## config.mk

```make
export PLATFORM = sky130hd
export DESIGN_NAME = stream_byte_reassembler_unit
export DESIGN_NICKNAME = d
export VERILOG_FILES = /design/src/sbr_pkg.sv /design/src/stream_byte_reassembler_unit.sv /design/src/sbr_popcount.sv
export SDC_FILE = /design/constraint.sdc
export NUM_CORES = 2
export LEC_CHECK = 0
export CELL_PAD_IN_SITES_DETAIL_PLACEMENT = 1
export CELL_PAD_IN_SITES_GLOBAL_PLACEMENT = 2
export CORE_AREA = 2 2 304 306
export CTS_CLUSTER_DIAMETER = 80
export DETAILED_ROUTE_END_ITERATION = 7
export DIE_AREA = 0 0 306 308
export DONT_BUFFER_PORTS = 1
export GPL_ROUTABILITY_DRIVEN = 1
export HOLD_SLACK_MARGIN = 0.12
export PLACE_DENSITY = 0.83
export SLEW_MARGIN = 0
export SYNTH_ARGS = -nofsm -noshare
export SYNTH_HDL_FRONTEND = slang
export SYNTH_SLANG_ARGS = --single-unit
```

## constraint.sdc

```tcl
create_clock -name clk -period 9.85 [get_ports clk]
set_input_delay 0.4925 -clock clk [delete_from_list [all_inputs] [get_ports clk]]
set_output_delay 0.4925 -clock clk [all_outputs]
set_load 0.01 [all_outputs]
```

## src/sbr_pkg.sv

```systemverilog
// Shared types and defaults for the stream byte reassembler.
package sbr_pkg;

	localparam int CAPACITY_DEF = 64;

	typedef struct packed {
		logic [31:0] byte_index;
		logic [7:0]  byte_value;
		logic        has_byte;
		logic        ends_stream;
		logic [6:0]  window_size;
	} in_beat_t;

	typedef struct packed {
		logic       data_valid;
		logic [7:0] out_byte;
		logic       run_last;
		logic [6:0] pending_count;
		logic       stream_closed;
	} out_beat_t;

endpackage

```

## src/stream_byte_reassembler_unit.sv

```systemverilog
// Top level of the stream byte reassembler: ring store, scan and release sequencer.
//
// Usage: the source offers one beat on src_valid/src_beat (a byte or only an end
// mark, its 32-bit stream index and the free window); a beat is taken when
// src_valid is high and src_stall is low. src_stall is high from acceptance until
// every result of that beat has entered the output register, so one beat is
// handled at a time. Results leave on dst_valid/dst_beat and are taken when
// dst_stall is low; the output register holds a stalled result unchanged.
// Sequence for a beat: apply it to the ring, scan the contiguous run at the head,
// settle the pending count and closed flag, then for each released byte read the
// byte memory and then load the output register; when nothing is released, one
// result without a byte is loaded. The scan walks the valid bits slot by slot, and
// the byte memory has a single read port. A stall on the output side holds the
// sequencer in its load step. Reset clears the valid bits, indexes, count and
// flags at once; the byte memory is not cleared, since a slot is read only after
// it was written.
module stream_byte_reassembler_unit #(
	parameter int CAPACITY = sbr_pkg::CAPACITY_DEF
) (
	input  logic              clk,
	input  logic              arst_n,
	input  logic              src_valid,
	output logic              src_stall,
	input  sbr_pkg::in_beat_t src_beat,
	output logic              dst_valid,
	input  logic              dst_stall,
	output sbr_pkg::out_beat_t dst_beat
);

	localparam int SW = (CAPACITY > 1) ? $clog2(CAPACITY) : 1;
	localparam int CW = $clog2(CAPACITY + 1);
	localparam logic [SW-1:0] LAST_SLOT = SW'(CAPACITY - 1);
	localparam logic [CW-1:0] CAP_C     = CW'(CAPACITY);

	localparam logic [2:0] ST_IDLE  = 3'd0;
	localparam logic [2:0] ST_APPLY = 3'd1;
	localparam logic [2:0] ST_SCAN  = 3'd2;
	localparam logic [2:0] ST_FIN   = 3'd3;
	localparam logic [2:0] ST_READ  = 3'd4;
	localparam logic [2:0] ST_WAIT  = 3'd5;
	localparam logic [2:0] ST_EMPTY = 3'd6;

	logic [2:0]          state_q;
	sbr_pkg::in_beat_t   beat_q;
	logic [CAPACITY-1:0] valid_q;
	logic [SW-1:0]       head_q;
	logic [SW-1:0]       scan_ptr_q;
	logic [CW-1:0]       cnt_q;
	logic [CW-1:0]       held_q;
	logic [31:0]         next_q;
	logic                end_known_q;
	logic [31:0]         end_pos_q;
	logic                closed_q;
	logic [7:0]          byte_mem [CAPACITY];
	logic [7:0]          rd_data_q;
	sbr_pkg::out_beat_t  out_q;
	logic                out_valid_q;

	logic [6:0]          win7;
	logic [CW-1:0]       win_c;
	logic [31:0]         ins_off;
	logic                ins_ok;
	logic [SW:0]         ins_sum;
	logic [SW-1:0]       ins_slot;
	logic [CAPACITY-1:0] keep;
	logic [CW-1:0]       pop_sum;
	logic [31:0]         next_run;
	logic                out_free;
	logic                out_load;

	// sign of the distance from the end index; set means the end is still ahead
	function automatic logic next_run_minus_end(input logic [31:0] a, input logic [31:0] b);
		logic [31:0] diff;
		diff = a - b;
		return diff[31];
	endfunction

	sbr_popcount #(.N(CAPACITY)) u_popcount (
		.clk   (clk),
		.bits  (valid_q),
		.count (pop_sum)
	);

	// clamp the window to the ring size
	assign win7  = (beat_q.window_size > 7'(CAPACITY)) ? 7'(CAPACITY) : beat_q.window_size;
	assign win_c = CW'(win7);

	assign ins_off  = beat_q.byte_index - next_q;
	assign ins_ok   = beat_q.has_byte && (ins_off < 32'(win7));
	assign ins_sum  = (SW+1)'(head_q) + (SW+1)'(ins_off[SW-1:0]);
	assign ins_slot = (ins_sum >= (SW+1)'(CAPACITY)) ? SW'(ins_sum - (SW+1)'(CAPACITY))
	                                                 : SW'(ins_sum);

	// keep only slots whose offset from the head stays inside the window
	always_comb begin
		logic [CW:0] off;
		for (int s = 0; s < CAPACITY; s++) begin
			if (SW'(s) >= head_q) begin
				off = (CW+1)'(s) - (CW+1)'(head_q);
			end else begin
				off = (CW+1)'(s) + (CW+1)'(CAPACITY) - (CW+1)'(head_q);
			end
			keep[s] = (off < (CW+1)'(win_c));
		end
	end

	assign next_run  = next_q + 32'(cnt_q);
	assign src_stall = (state_q != ST_IDLE);
	assign out_free  = !out_valid_q || !dst_stall;
	assign out_load  = ((state_q == ST_WAIT) || (state_q == ST_EMPTY)) && out_free;
	assign dst_valid = out_valid_q;
	assign dst_beat  = out_q;

	always_ff @(posedge clk or negedge arst_n) begin
		if (!arst_n) begin
			state_q     <= ST_IDLE;
			valid_q     <= '0;
			head_q      <= '0;
			scan_ptr_q  <= '0;
			cnt_q       <= '0;
			held_q      <= '0;
			next_q      <= '0;
			end_known_q <= 1'b0;
			end_pos_q   <= '0;
			closed_q    <= 1'b0;
		end else begin
			unique case (state_q)
				ST_IDLE: begin
					if (src_valid) begin
						state_q <= ST_APPLY;
					end
				end
				ST_APPLY: begin
					cnt_q      <= '0;
					scan_ptr_q <= head_q;
					if (closed_q) begin
						state_q <= ST_FIN;
					end else begin
						for (int s = 0; s < CAPACITY; s++) begin
							valid_q[s] <= (valid_q[s] && keep[s]) ||
							              (ins_ok && (ins_slot == SW'(s)));
						end
						if (beat_q.ends_stream) begin
							end_known_q <= 1'b1;
							end_pos_q   <= beat_q.byte_index + 32'(beat_q.has_byte);
						end
						state_q <= ST_SCAN;
					end
				end
				ST_SCAN: begin
					// measure the contiguous run at the head
					if ((cnt_q != CAP_C) && valid_q[scan_ptr_q]) begin
						cnt_q      <= cnt_q + 1'b1;
						scan_ptr_q <= (scan_ptr_q == LAST_SLOT) ? '0 : scan_ptr_q + 1'b1;
					end else begin
						state_q <= ST_FIN;
					end
				end
				ST_FIN: begin
					if (!closed_q) begin
						held_q   <= pop_sum - cnt_q;
						next_q   <= next_run;
						closed_q <= end_known_q && !next_run_minus_end(next_run, end_pos_q);
					end
					state_q <= (cnt_q == '0) ? ST_EMPTY : ST_READ;
				end
				ST_READ: begin
					valid_q[head_q] <= 1'b0;
					head_q          <= (head_q == LAST_SLOT) ? '0 : head_q + 1'b1;
					cnt_q           <= cnt_q - 1'b1;
					state_q         <= ST_WAIT;
				end
				ST_WAIT: begin
					if (out_free) begin
						state_q <= (cnt_q == '0) ? ST_IDLE : ST_READ;
					end
				end
				ST_EMPTY: begin
					if (out_free) begin
						state_q <= ST_IDLE;
					end
				end
				default: begin
					state_q <= ST_IDLE;
				end
			endcase
		end
	end

	always_ff @(posedge clk) begin
		if ((state_q == ST_IDLE) && src_valid) begin
			beat_q <= src_beat;
		end
	end

	always_ff @(posedge clk) begin
		if ((state_q == ST_APPLY) && !closed_q && ins_ok) begin
			byte_mem[ins_slot] <= beat_q.byte_value;
		end
		if (state_q == ST_READ) begin
			rd_data_q <= byte_mem[head_q];
		end
	end

	always_ff @(posedge clk or negedge arst_n) begin
		if (!arst_n) begin
			out_valid_q <= 1'b0;
		end else if (out_load) begin
			out_valid_q <= 1'b1;
		end else if (!dst_stall) begin
			out_valid_q <= 1'b0;
		end
	end

	always_ff @(posedge clk) begin
		if (out_load) begin
			out_q.data_valid    <= (state_q == ST_WAIT);
			out_q.out_byte      <= (state_q == ST_WAIT) ? rd_data_q : 8'd0;
			out_q.run_last      <= (cnt_q == '0);
			out_q.pending_count <= 7'(held_q);
			out_q.stream_closed <= closed_q;
		end
	end

endmodule

```

## src/sbr_popcount.sv

```systemverilog
// Registered population count of the slot valid vector, one group stage then a sum.
module sbr_popcount #(
	parameter int N = sbr_pkg::CAPACITY_DEF
) (
	input  logic                     clk,
	input  logic [N-1:0]             bits,
	output logic [$clog2(N+1)-1:0]   count
);

	localparam int NG   = (N + 7) / 8;
	localparam int SUMW = $clog2(N + 1);

	logic [NG*8-1:0] padded;
	logic [3:0]      grp_q [NG];

	assign padded = (NG*8)'(bits);

	always_ff @(posedge clk) begin
		for (int g = 0; g < NG; g++) begin
			grp_q[g] <= 4'($countones(padded[g*8 +: 8]));
		end
	end

	always_comb begin
		logic [SUMW+3:0] acc;
		acc = '0;
		for (int g = 0; g < NG; g++) begin
			acc = acc + (SUMW+4)'(grp_q[g]);
		end
		count = SUMW'(acc);
	end

endmodule
```

==> impl_metrics.env <==
export IMPL_outcome="finished clean"
export IMPL_yosysMostFrequentCell="edfxtp_1"
export IMPL_synth_distinct_cells=72
export IMPL_cts_buffers=84
export IMPL_die_y_um=308
export IMPL_post_route_util=0.547
export IMPL_via_per_inst=6.53
export IMPL_cp_max_fo=70
export IMPL_synth_area_top_cells="edfxtp_1, ha_1, mux4_2, dfrtp_1, xnor2_1"
export IMPL_yosysTopAreaCell="edfxtp_1"
export IMPL_drt_iter0_markers=3114
export IMPL_drive_gt1_frac=0.119
export IMPL_initial_core_util=0.495
export IMPL_synth_flop_cell="edfxtp_1"
export IMPL_yosysTopAreaCellShare=0.391
export IMPL_p_leak_uw=0.0197
export IMPL_setup_viol=0
export IMPL_slew_viol_final=0
export IMPL_power_density_mw_per_mm2=248
export IMPL_slew_headroom=0.0644
export IMPL_cp_end_kind="flop"
export IMPL_port_buffers=0
export IMPL_worst_slew_pin_slew_ps=1390
export IMPL_gp_congestion=0.940
export IMPL_drc=0
export IMPL_tns_ps=0
export IMPL_first_global_vias=33400
export IMPL_grt_max_degree=161
export IMPL_holdWs_ps=350
export IMPL_tritoncts="done"
export IMPL_avgSynthCellArea_um2=12.6
export IMPL_fmax_mhz=181
export IMPL_ys_warn_count=0
export IMPL_clock_sinks=779
export IMPL_cts_root_buffer="clkbuf_16"
export IMPL_skew_ps=37.5
export IMPL_die_w_um=306
export IMPL_drt_first_pass_iters=5
export IMPL_antenna_found_initial=11
export IMPL_wl_per_cell_um=31.4
export IMPL_ant_nets=0
export IMPL_start_kind="flop"
export IMPL_io_pins=73
export IMPL_post_route_cell_area_mm2=0.0498
export IMPL_finalNetCount=4141
export IMPL_cp_required_ps=10110
export IMPL_h_tree_depth=3
export IMPL_p_total_uw=12300
export IMPL_period_needed_ps=5510
export IMPL_hold_path_class="in -> reg"
export IMPL_core_area_mm2=0.0910
export IMPL_ys_ff_latch=779
export IMPL_syn_inst=3567
export IMPL_area_delta_synth_final_pct=10.6
export IMPL_die_area_mm2=0.0942
export IMPL_grt_ovfl_total=0
export IMPL_postPlaceCellArea_mm2=0.0464
export IMPL_worstSkewPairLatency_ps=670
export IMPL_num_fill_cells=9042
export IMPL_period_share=0.560
export IMPL_rsz0062_at_grt="false"
export IMPL_worstSetupPathType="reg -> reg"
export IMPL_max_cap_violations=0
export IMPL_hold_viol_final=0
export IMPL_synth_edff_count=587
export IMPL_ys_async_sr_fraction=0.205
export IMPL_ir_worst_vdd_v=0.000208
export IMPL_syn_area_mm2=0.0450
export IMPL_grt_total_usage=0.324
export IMPL_drt_total_wl_mm=152
export IMPL_num_vias=31600
export IMPL_grt_first_pass_wirelength_mm=226
export IMPL_synth_commonest_cells="edfxtp_1, ha_1, inv_1"
export IMPL_std_cell_rows=111
export IMPL_yosysSeqAreaShare=0.495
export IMPL_dp_hpwl_mm=107
export IMPL_arrival_ps=5770
export IMPL_clockBufferDepth=3
export IMPL_clkTransAtPathRegs_ps=60
[metrics by stage]
step | worst slack [ps] | instances
after floorplan | 3330 | 3568
after CTS | 4310 | 4836
after detailed placement | 4320 | 4631
after global routing | 3950 | 4837
after global placement | 4510 | 4629
final | 4340 | 4841
[sequential cells by signal, indices dropped and copies added, names as in the netlist]
name / count
closed_q: 1
dst_valid: 1
next_q: 32
cnt_q: 7
end_known_q: 1
valid_q: 64
byte_mem: 512
rd_data_q: 8
u_popcount.grp_q: 32
dst_beat: 18
state_q: 3
end_pos_q: 32
beat_q: 49
scan_ptr_q: 6
held_q: 7
head_q: 6
[worst max-delay path, cell delays in order (launching register included)]
cell and delay, ps:
edfxtp_1 470, ha_1 430, a21oi_1 320, nand2b_1 90, o21ai_0 350, o21ai_0 280
a41oi_1 460, nor2_1 80, o31ai_1 210, nand4_1 200, buf_4 470, buf_4 510
nor3_1 1150
[layout by cell type, fill, tap and decap left out, types with 20 or more instances in the layout]
cell type and instances:
nor3_1 67, clkbuf_16 86, dfrtp_1 156, a21oi_1 135, o211ai_1 36, dfxtp_1 32
o31ai_1 47, a21o_1 154, fa_1 59, a211oi_1 42, xor2_1 31, ha_1 445
nand3_1 126, edfxtp_1 587, o221ai_1 26, mux4_2 189, nor2_1 135, nand2_1 227
buf_4 60, o21ai_0 119, and3_1 30, dlygate4sd3_1 51, xnor2_1 156, a31oi_1 31
inv_1 272, nand4_1 20, nor2b_1 27, clkinv_1 21
[cells by family (layout without fill, tap and decap cells)]
| logic type | after synthesis | in the layout | synth area share |
|---|---|---|---|
| flops | 779 | 779 | 0.495 |
| simple gates | 734 | 734 | 0.0771 |
| compound gates | 703 | 703 | 0.106 |
| fa+ha+maj | 504 | 504 | 0.150 |
| buf+inv | 462 | 545 | 0.0392 |
| mux | 194 | 194 | 0.0957 |
| xor+xnor | 190 | 190 | 0.0370 |
| other cells | 1 | 6 | 0.0000833 |
[final cells by class]
cell class	instances	area, um^2	share of cell area
inverters	278	1040	0.0210
flip-flops and latches	779	22300	0.447
clock buffers	104	2240	0.0450
multi-input cells	2327	21200	0.426
clock inverters	49	533	0.0107
diodes	4	10.0	0.000201
repair buffers	114	1010	0.0204
well taps	1186	1480	0.0298
[what timing repair did]
item / 4_1_cts / 5_1_grt
hold buffers: 52 / 0
resized for setup: 0 / 0
buffers inserted: 0 / 0
endpoints found under the hold margin: 212 / 0
setup endpoints to repair: 0 / 0
[power by group]
part	internal, uW	switching (uW)
registers	3830	252
clock network	1840	1380
logic	1850	3190
total	7520	4830
[metal layers]
metal,part of all wire,GRT usage,up-vias
li1,-,-,13400
met1,0.40,0.422,16300
met2,0.49,0.545,1533
met3,0.075,0.0539,322
met4,0.038,0.122,8
met5,0.00039,0,-
[final timing paths]
kind	start	end	cells past startpoint	slack, ps
max	beat_q[23]	byte_mem[32][7]	12	4340
min	src_valid	state_q[0]	4	350
max reg2reg	beat_q[23]	byte_mem[32][7]	12	4340
min reg2reg	held_q[3]	dst_beat[4]	0	450
max in group asynchronous	arst_n	valid_q[11]	2	8470
min in group asynchronous	arst_n	next_q[0]	2	530
Note: power is estimated with default switching activity, not from simulation.
